### config.mk
export PLATFORM = sky130hd
export DESIGN_NAME = interrupt_controller_priority_dispatch_unit_flat
export DESIGN_NICKNAME = d
export VERILOG_FILES = /design/src/sv/icpd_pkg.sv /design/src/sv/icpd_if.sv /design/src/sv/icpd_in_reg.sv /design/src/sv/icpd_core.sv /design/src/sv/icpd_out_reg.sv /design/src/sv/interrupt_controller_priority_dispatch_unit.sv /design/src/flat_wrapper.sv
export SDC_FILE = /design/constraint.sdc
export NUM_CORES = 1
export LEC_CHECK = 0
export ABC_AREA = 0
export BUFFER_PORTS_ARGS = -buffer_cell sky130_fd_sc_hd__buf_2
export CORE_ASPECT_RATIO = 0.7
export CORE_MARGIN = 1.5
export CORE_UTILIZATION = 30
export CTS_CLUSTER_SIZE = 20
export DETAILED_ROUTE_END_ITERATION = 8
export PLACE_DENSITY = 0.61
export SETUP_SLACK_MARGIN = 0.2
export SYNTH_ARGS = -nofsm -noshare
export SYNTH_HDL_FRONTEND = slang
export SYNTH_SLANG_ARGS = --single-unit
### constraint.sdc
create_clock -name clk -period 3.9 [get_ports clk]
set_input_delay 0 -clock clk [delete_from_list [all_inputs] [get_ports clk]]
set_output_delay 0 -clock clk [all_outputs]
set_load 0.02 [all_outputs]
### src/sv/icpd_pkg.sv
`default_nettype none

package icpd_pkg;

  localparam int unsigned NUM_IRQ = 5;
  localparam int unsigned IRQ_IDX_W = $clog2(NUM_IRQ);

  typedef enum logic [1:0] {
    MODE_READ    = 2'd0,
    MODE_WRITE   = 2'd1,
    MODE_SERVICE = 2'd2
  } mode_t;

  localparam logic [15:0] FLAG_ADDR       = 16'hFF0F;
  localparam logic [15:0] ENABLE_ADDR     = 16'hFFFF;
  localparam logic [7:0]  FLAG_READ_ONES  = 8'hE0;
  localparam logic [7:0]  OPEN_BUS        = 8'hFF;
  localparam logic [4:0]  DISPATCH_CYCLES = 5'(5 * 4);

  localparam logic [15:0] VECTOR_TABLE [NUM_IRQ] = '{
    16'h0040, 16'h0048, 16'h0050, 16'h0058, 16'h0060
  };

  typedef struct packed {
    mode_t       mode;
    logic [15:0] address;
    logic [7:0]  write_data;
    logic        master_enable;
    logic        cpu_halted;
    logic [15:0] current_pc;
    logic [4:0]  request_lines;
  } item_t;

  typedef struct packed {
    logic [7:0]  read_data;
    logic        dispatch;
    logic        wake;
    logic [15:0] next_pc;
    logic [15:0] pushed_pc;
    logic [4:0]  cycles_used;
  } result_t;

endpackage

`default_nettype wire

### src/sv/icpd_if.sv
`default_nettype none

interface icpd_item_if
  import icpd_pkg::*;
();
  logic  valid;
  logic  ready;
  item_t data;

  modport source (output valid, output data, input ready);
  modport sink   (input valid, input data, output ready);
endinterface

interface icpd_result_if
  import icpd_pkg::*;
();
  logic    valid;
  logic    ready;
  result_t data;

  modport source (output valid, output data, input ready);
  modport sink   (input valid, input data, output ready);
endinterface

`default_nettype wire

### src/sv/icpd_in_reg.sv
`default_nettype none

module icpd_in_reg
  import icpd_pkg::*;
(
  input  wire logic     clk,
  input  wire logic     rst_n,
  icpd_item_if.sink     up,
  icpd_item_if.source   down
);

  logic  valid_r;
  logic  valid_nxt;
  item_t data_r;
  logic  load;

  assign up.ready   = !valid_r || down.ready;
  assign load       = up.valid && up.ready;
  assign valid_nxt  = load || (valid_r && !down.ready);
  assign down.valid = valid_r;
  assign down.data  = data_r;

  always_ff @(posedge clk) begin
    if (!rst_n) begin
      valid_r <= 1'b0;
    end else begin
      valid_r <= valid_nxt;
    end
  end

  always_ff @(posedge clk) begin
    if (load) begin
      data_r <= up.data;
    end
  end

endmodule

`default_nettype wire

### src/sv/icpd_core.sv
`default_nettype none

module icpd_core
  import icpd_pkg::*;
(
  input  wire logic      clk,
  input  wire logic      rst_n,
  icpd_item_if.sink      req,
  icpd_result_if.source  res
);

  logic [7:0]           flag_r;
  logic [7:0]           flag_nxt;
  logic [7:0]           enable_r;
  logic [7:0]           enable_nxt;
  logic [7:0]           flag_or;
  logic [NUM_IRQ-1:0]   pending;
  logic [NUM_IRQ-1:0]   sel;
  logic [IRQ_IDX_W-1:0] sel_idx;
  logic                 commit;
  result_t              result;

  assign commit    = req.valid && res.ready;
  assign req.ready = res.ready;
  assign res.valid = req.valid;
  assign res.data  = result;

  assign flag_or = flag_r | {3'b000, req.data.request_lines};
  assign pending = flag_or[NUM_IRQ-1:0] & enable_r[NUM_IRQ-1:0];
  assign sel     = pending & (~pending + NUM_IRQ'(1));

  always_comb begin
    sel_idx = '0;
    for (int i = NUM_IRQ - 1; i >= 0; i--) begin
      if (sel[i]) begin
        sel_idx = IRQ_IDX_W'(i);
      end
    end
  end

  always_comb begin
    flag_nxt           = flag_or;
    enable_nxt         = enable_r;
    result.read_data   = 8'h00;
    result.dispatch    = 1'b0;
    result.wake        = 1'b0;
    result.next_pc     = req.data.current_pc;
    result.pushed_pc   = 16'h0000;
    result.cycles_used = 5'd0;
    case (req.data.mode)
      MODE_READ: begin
        if (req.data.address == FLAG_ADDR) begin
          result.read_data = flag_or | FLAG_READ_ONES;
        end else if (req.data.address == ENABLE_ADDR) begin
          result.read_data = enable_r;
        end else begin
          result.read_data = OPEN_BUS;
        end
      end
      MODE_WRITE: begin
        if (req.data.address == FLAG_ADDR) begin
          flag_nxt = req.data.write_data | {3'b000, req.data.request_lines};
        end else if (req.data.address == ENABLE_ADDR) begin
          enable_nxt = req.data.write_data;
        end
      end
      MODE_SERVICE: begin
        if (pending != '0) begin
          if (req.data.master_enable) begin
            flag_nxt           = flag_or & ~{3'b000, sel};
            result.dispatch    = 1'b1;
            result.wake        = 1'b1;
            result.next_pc     = VECTOR_TABLE[sel_idx];
            result.pushed_pc   = req.data.current_pc;
            result.cycles_used = DISPATCH_CYCLES;
          end else if (req.data.cpu_halted) begin
            result.wake = 1'b1;
          end
        end
      end
      default: begin
      end
    endcase
  end

  always_ff @(posedge clk) begin
    if (!rst_n) begin
      flag_r   <= 8'h00;
      enable_r <= 8'h00;
    end else if (commit) begin
      flag_r   <= flag_nxt;
      enable_r <= enable_nxt;
    end
  end

  // The priority pick never selects more than one request.
  a_sel_onehot: assert property (@(posedge clk) disable iff (!rst_n)
    $onehot0(sel))
    else $error("more than one interrupt selected");

  // A dispatch always releases the halted state too.
  a_dispatch_wakes: assert property (@(posedge clk) disable iff (!rst_n)
    req.valid && result.dispatch |-> result.wake)
    else $error("dispatch without wake");

  // The serviced flag bit is cleared once the request is committed.
  a_serviced_cleared: assert property (@(posedge clk) disable iff (!rst_n)
    commit && result.dispatch |=> (flag_r[NUM_IRQ-1:0] & $past(sel)) == '0)
    else $error("serviced flag bit still set");

  // Only a service check with something pending can dispatch.
  a_dispatch_source: assert property (@(posedge clk) disable iff (!rst_n)
    req.valid && result.dispatch |->
      req.data.mode == MODE_SERVICE && pending != '0 && req.data.master_enable)
    else $error("dispatch without a pending enabled interrupt");

endmodule

`default_nettype wire

### src/sv/icpd_out_reg.sv
`default_nettype none

module icpd_out_reg
  import icpd_pkg::*;
(
  input  wire logic      clk,
  input  wire logic      rst_n,
  icpd_result_if.sink    up,
  icpd_result_if.source  down
);

  logic    valid_r;
  logic    valid_nxt;
  result_t data_r;
  logic    load;

  assign up.ready   = !valid_r || down.ready;
  assign load       = up.valid && up.ready;
  assign valid_nxt  = load || (valid_r && !down.ready);
  assign down.valid = valid_r;
  assign down.data  = data_r;

  always_ff @(posedge clk) begin
    if (!rst_n) begin
      valid_r <= 1'b0;
    end else begin
      valid_r <= valid_nxt;
    end
  end

  always_ff @(posedge clk) begin
    if (load) begin
      data_r <= up.data;
    end
  end

endmodule

`default_nettype wire

### src/sv/interrupt_controller_priority_dispatch_unit.sv
// Interrupt controller with a flag register (0xFF0F) and an enable register (0xFFFF).
// Requests arrive on in_chan: each one is a bus read, a bus write or a service
// check, and peripheral request lines are ORed into the flags with every request.
// Exactly one result per request leaves on out_chan, in request order.
// A request accepted into the input register has its result computed in the core
// and loaded into the output register, where the result waits until out_chan takes it.
// Flag and enable registers are updated when a request moves from the input register
// into the output register, so back-to-back requests see each other's effects.
// One request per cycle is sustained while out_chan does not stall; the work is a
// compare, a priority pick over five bits and a small vector table, all in the
// single stage between the registers. When out_chan stalls, the output register
// holds its result and the input register still takes one more request; in_chan
// ready drops only when both are full. Synchronous reset clears both registers'
// valid bits and sets the flag and enable registers to zero.
`default_nettype none

module interrupt_controller_priority_dispatch_unit
  import icpd_pkg::*;
(
  input  wire logic      clk,
  input  wire logic      rst_n,
  icpd_item_if.sink      in_chan,
  icpd_result_if.source  out_chan
);

  icpd_item_if   stage_req ();
  icpd_result_if stage_res ();

  icpd_in_reg u_in_reg (
    .clk   (clk),
    .rst_n (rst_n),
    .up    (in_chan),
    .down  (stage_req)
  );

  icpd_core u_core (
    .clk   (clk),
    .rst_n (rst_n),
    .req   (stage_req),
    .res   (stage_res)
  );

  icpd_out_reg u_out_reg (
    .clk   (clk),
    .rst_n (rst_n),
    .up    (stage_res),
    .down  (out_chan)
  );

endmodule

`default_nettype wire

### src/flat_wrapper.sv
// flat-port wrapper written by rule: the top's interface ports become plain ports
module interrupt_controller_priority_dispatch_unit_flat import icpd_pkg::*;
  (clk, rst_n, in_chan_valid, in_chan_data, in_chan_ready, out_chan_valid, out_chan_data, out_chan_ready);
  icpd_item_if in_chan_i ();
  icpd_result_if out_chan_i ();
  input  wire logic clk;
  input  wire logic rst_n;
  input wire logic [$bits(in_chan_i.valid)-1:0] in_chan_valid;
  input wire logic [$bits(in_chan_i.data)-1:0] in_chan_data;
  output wire logic [$bits(in_chan_i.ready)-1:0] in_chan_ready;
  output wire logic [$bits(out_chan_i.valid)-1:0] out_chan_valid;
  output wire logic [$bits(out_chan_i.data)-1:0] out_chan_data;
  input wire logic [$bits(out_chan_i.ready)-1:0] out_chan_ready;
  assign in_chan_i.valid = in_chan_valid;
  assign in_chan_i.data = in_chan_data;
  assign in_chan_ready = in_chan_i.ready;
  assign out_chan_valid = out_chan_i.valid;
  assign out_chan_data = out_chan_i.data;
  assign out_chan_i.ready = out_chan_ready;
  interrupt_controller_priority_dispatch_unit u_core (.clk(clk), .rst_n(rst_n), .in_chan(in_chan_i), .out_chan(out_chan_i));
endmodule
==> results.ini, run 1 <==
[finish]
drive_gt1_frac = 0.2900
nNetsFinal = 482
diodes = 0
multiInputGateArea_um2 = 967.2
area_growth_pct = 36.03
n_fill_cell = 1242
seq_area_mm2 = 0.003033
final_area_mm2 = 0.005560

[sta]
timing.final.crit_period_ns = 2.292
min_period_over_period = 0.5876
finalSetupViolations = 0
relSlewSlack = 0.3705
tns_ns = 0
maxSlewViolCount = 0
worst_slew_pin_slew_ns = 0.9432
hold_violations = 0
fin_skew_ns = 0.009205
timing.fmax_ghz = 0.4363
rsz0062_at_grt = false

[pwr]
p_leak_nw = 2.148
peakVddDrop_uv = 228.1
cellPowerDensity_mw_per_mm2 = 436.4

[logic_synthesis]
synth_commonest_cells = edfxtp_1, nor2b_1, o21ai_0
synth_top_family_by_area = simple AND/OR/NAND/NOR gates
synth_area_per_cell_um2 = 14.81
yosysWarningCount = 0
ys_seq_area_frac = 0.7420
synth_top_cell_by_area = edfxtp_1
synthTopCellsByArea = edfxtp_1, dfxtp_1, nor2b_1
syn_area_mm2 = 0.004088
synth_compound_area_frac = 0.06826
synth-xor-area-share = 0
ys_ff_latch = 106
dominantRegCellSynth = edfxtp_1
muxShareOfSynthArea = 0.02938
synth-simple-area-share = 0.1261
synthCells = 276
synth.most_common_cell = edfxtp_1
synth_top_area_frac = 0.6685
synthAdderAreaFrac = 0.009183
synthArstFlopShare = 0
yosysUniqueCellTypes = 39
synth-edff-count = 91

[hold_path]
hold-path-cell-count = 3
min_path_type = primary input to flop

[grt]
grt_use_total = 0.1298
antenna_found_initial = 0
grt_pass1_vias = 2723
grt_pass1_wl_mm = 13.71
grt-ovfl-total = 0
grt_max_degree = 48

[floorplan]
rows = 35
die_x_um = 142.5
start_util = 0.3091
ios = 102
die_area_mm2 = 0.01435
core-area_mm2 = 0.01323
die_h_um = 100.7

[drt]
first_pass_iters = 4
vias = 2714
wire_per_inst_um = 14.32
vias_per_cell = 4.406
routed_wl_mm = 8.823
drt-initial-drc-count = 116
ant_nets = 0
drc_errors = 0

[cts]
cts_made_buffers = 9
clock_sinks = 106
clockBufferDepth = 2
clock_latency_ns = 0.34
cts.clk_slew.worst_paths_ns = 0.07
cts-root-buf = clkbuf_16
postCtsResizedCells = 0
ctsHtreeMaxLevel = 3
cts_tree = done

[setup_path]
r2r_slack_ns = 1.61
critical_path_class = flop to flop
end_kind = flop
crit_arrival_ns = 2.51
worstPathRequired_ns = 4.12
cp_max_fo = 11
startpoint_type = flop
r2r_cells = 5

[run_status]
status = complete, no violations

[place]
placed_cell_area_mm2 = 0.004760
io_buffers = 98
gp_congestion = 0.8775
dp_hpwl_mm = 5.743

[job]
drv_cap = 0

cell usage in the layout (no fill, tap or decap), types with 14 or more instances in the layout:
master         count
nor2b_1           23
dfxtp_1           15
dlygate4sd3_1     50
nor2_1            14
and2_1            15
o21ai_0           17
buf_2             98
edfxtp_1          91
repair_timing:
item	CTS	global route
hold endpoints to repair	50	0
buffers inserted	0	0
hold buffers	50	0
setup endpoints to repair	0	0
power breakdown:
part	internal (mW)	switching, mW	total [mW]
logic	0.0913	0.105	0.196
registers	1.29	0.0265	1.32
clock network	0.502	0.408	0.910
total	1.89	0.540	2.43
worst max-delay path, cell delays in order (launching register included):
cell	delay, ns
edfxtp_1	0.39
or4_4	0.54
or4_4	0.65
or3_1	0.34
a21oi_1	0.16
a211oi_1	0.09
final timing paths:
| kind | from | end |
|---|---|---|
| hold / removal | out_chan_ready | u_core.u_out_reg.down.valid$_SDFF_PN0_ |
| setup reg to reg | u_core.u_in_reg.down.data[35]$_DFFE_PP_ | u_core.u_core.flag_r[0]$_SDFFE_PN0P_ |
| setup / recovery | u_core.u_in_reg.down.data[35]$_DFFE_PP_ | u_core.u_core.flag_r[0]$_SDFFE_PN0P_ |
| hold reg to reg | u_core.u_in_reg.down.data[29]$_DFFE_PP_ | u_core.u_core.enable_r[6]$_SDFFE_PN0P_ |
metrics by stage:
step / hold slack, ns / instances / setup slack [ns] / util / power, mW
after detailed placement: 0.1781 / 550 / 1.605 / 0.3599 / 1.504
after global routing: 0.01760 / 616 / 1.303 / 0.4204 / 2.527
after CTS: 0.007520 / 616 / 1.586 / 0.4204 / 2.456
after floorplan: 0.09887 / 278 / 1.155 / - / 1.432
after global placement: 0.1777 / 550 / 1.661 / 0.3599 / 1.498
final: 0.01461 / 616 / 1.608 / 0.4204 / 2.427
area by class of cell:
class / instances / area share
flip-flops and latches: 106 / 0.5455
repair buffers: 150 / 0.1809
multi-input cells: 153 / 0.1739
well taps: 185 / 0.04163
clock buffers: 9 / 0.04050
clock inverters: 7 / 0.01350
inverters: 6 / 0.004050
sequential cells by signal, indices dropped and copies added (netlist names):
name	cells
u_core.u_out_reg.down.data	42
u_core.u_out_reg.down.valid	1
u_core.u_core.enable_r	8
u_core.u_in_reg.down.valid	1
u_core.u_core.flag_r	5
u_core.u_in_reg.down.data	49
logic make-up after synthesis:
family	Yosys count
flops	106
simple gates	92
compound gates	44
buf+inv	19
mux	11
fa+ha+maj	3
other cells	1
routing by layer:
metal,GRT usage,wire [µm],up-vias
li1,-,-,1324
met1,0.1625,4119,1283
met2,0.2162,4144,98
met3,0.04133,496,9
met4,0.03807,62,0
met5,0,0,-
No activity file was read; power rests on OpenSTA's default activity.
==> run 2, diff against run 1 <==
PLACE_DENSITY = 0.63   (was 0.61)
clock period = 1.9 ns   (was 3.9 ns; I/O delays follow)
==> run 2 against run 1 <==
The run now ends with negative setup slack left. Clock power increased by 97%. Largest power group unchanged. Highest routed layer unchanged. Global-route usage increased by 1.1 points. Hold slack improved by 0.039 ns. Setup slack got worse by 1.8 ns. Critical path depth unchanged. Cell area increased by 11%. Core utilization increased by 4.8 points. Sequential cell count unchanged. Critical endpoint unchanged. Clock skew increased by 0.0011 ns. Combinational power increased by 140%. First-iteration DRC count increased by 22%. Maximum frequency increased by 9.7%.
==> results.ini, run 2 (same netlist as run 1, synthesis figures left out) <==
[grt]
grt_pass1_wl_mm = 15.00
grt_use_total = 0.1404
antenna_found_initial = 0
grt_max_degree = 32
grt_pass1_vias = 2946
grt-ovfl-total = 0

[setup_path]
worstPathRequired_ns = 2.14
crit_buf_inv = 0
cp_slowest_cell = or4_4
crit_arrival_ns = 2.33
crit_top_cell = or4_4
startpoint_type = flop
cpLargestDelayFamily = simple AND/OR/NAND/NOR gates
critical_path_class = flop to flop
slowest_delay_ns = 0.54
end_kind = flop
cp_max_fo = 6
path_cells = or4_4 -> or4_4 -> or3_4 -> a21oi_2 -> a211oi_1

[sta]
fin_skew_ns = 0.01032
finalSetupViolations = 10
timing.final.crit_period_ns = 2.088
setup_ws_ns = -0.1884
min_period_over_period = 1.099
rsz0062_at_grt = true
timing.fmax_ghz = 0.4788
hold_violations = 0
maxSlewViolCount = 0

[floorplan]
die_x_um = 142.5
die_h_um = 100.7
start_util = 0.3091
core-area_mm2 = 0.01323
die_area_mm2 = 0.01435
ios = 102
rows = 35

[finish]
final_common_cell = buf_2
largest_reg_flops = 49
diodes = 0
nNetsFinal = 522
final_area_mm2 = 0.006192
n_fill_cell = 1235
area_growth_pct = 51.48
drive_gt1_frac = 0.4268
layout_common_cells = buf_2, edfxtp_1, dlygate4sd3_1, buf_4

[place]
gp_congestion = 0.8571
dp_hpwl_mm = 6.140
placed_cell_area_mm2 = 0.004933
io_buffers = 98

[job]
drv_cap = 0

[cts]
ctsHtreeMaxLevel = 3
cts-root-buf = clkbuf_16
clock_sinks = 106
cts_tree = done
clockBufferDepth = 2
clock_latency_ns = 0.35
cts.clk_slew.worst_paths_ns = 0.08
cts_made_buffers = 9

[drt]
vias_per_cell = 4.535
routed_wl_mm = 9.877
drt-initial-drc-count = 142
drc_errors = 0
vias = 2975
ant_nets = 0
wire_per_inst_um = 15.06
first_pass_iters = 4

[run_status]
status = complete, but fails checks
violations = negative setup slack

[pwr]
peakVddDrop_uv = 416.6
p_leak_nw = 2.467
p_sw_mw = 1.168
total_power_mw = 4.957
clock_power_share = 0.360
combPwrFrac = 0.094
p_seq_frac = 0.546
swShare = 0.2356
internal_power_mw = 3.790
cellPowerDensity_mw_per_mm2 = 800.6

[hold_path]
min_path_type = primary input to flop

==> run 2: layout make-up <==
type,count,area [µm²],share of cell area
tap,185,231.5,0.03738
clock inverter,7,61.31,0.009901
sequential,106,3033,0.4898
multi-input combinational,154,1164,0.1879
clock buffer,9,225.2,0.03637
inverter,6,27.53,0.004445
timing repair buffer,189,1450,0.2342
==> run 2: final timing paths <==
| kind | start | to | slack, ns | depth (start not counted) |
|---|---|---|---|---|
| max | u_core.u_in_reg.down.data[38]$_DFFE_PP_ | u_core.u_core.flag_r[0]$_SDFFE_PN0P_ | -0.19 | 5 |
| min | rst_n | u_core.u_out_reg.down.valid$_SDFF_PN0_ | 0.05 | 2 |
| max reg2reg | u_core.u_in_reg.down.data[38]$_DFFE_PP_ | u_core.u_core.flag_r[0]$_SDFFE_PN0P_ | -0.19 | 5 |
| min reg2reg | u_core.u_in_reg.down.data[30]$_DFFE_PP_ | u_core.u_core.enable_r[7]$_SDFFE_PN0P_ | 0.50 | 2 |
==> run 2: timing repair <==
item	4_1_cts	5_1_grt
pin swaps	20	15
hold buffers	51	0
setup buffers	12	5
endpoints found under the hold margin	51	0
endpoints found under the setup margin	72	81
cloned	3	1
gates resized for setup	22	35
==> run 2: through the flow <==
stage	cells	TNS (ns)	util	setup WS, ns	hold WS [ns]
finish	656	-1.385	0.4682	-0.1884	0.05332
global route	656	-2.035	0.4682	-0.2395	0.07976
CTS	650	-1.294	0.4519	-0.1784	0.03399
detailed placement	568	-1.053	0.3730	-0.2257	0.1781
global placement	568	-0.7823	0.3730	-0.2084	0.1775
floorplan	278	-0.4472	-	-0.1331	0.09887
==> run 2: power by group through the flow <==
stage	Clock, mW	Combinational, mW	Sequential (mW)
2_1_floorplan	0	0.136	2.80
3_3_place_gp	0	0.350	2.75
3_5_place_dp	0	0.356	2.75
4_1_cts	1.85	0.447	2.70
5_1_grt	1.93	0.506	2.72
6_report	1.79	0.464	2.71
==> run 2: metal layers <==
layer,global-route usage,vias to the layer above,share of wire
met4,0.04441,0,0.011
met2,0.2259,111,0.46
met5,0,-,0
li1,-,1407,-
met1,0.1865,1442,0.47
met3,0.03658,15,0.056
==> run 2: worst reg2reg max path: stages, from the launching register on <==
cell and delay (ns):
edfxtp_1 0.38, or4_4 0.54, or4_4 0.51, or3_4 0.36, a21oi_2 0.12, a211oi_1 0.08
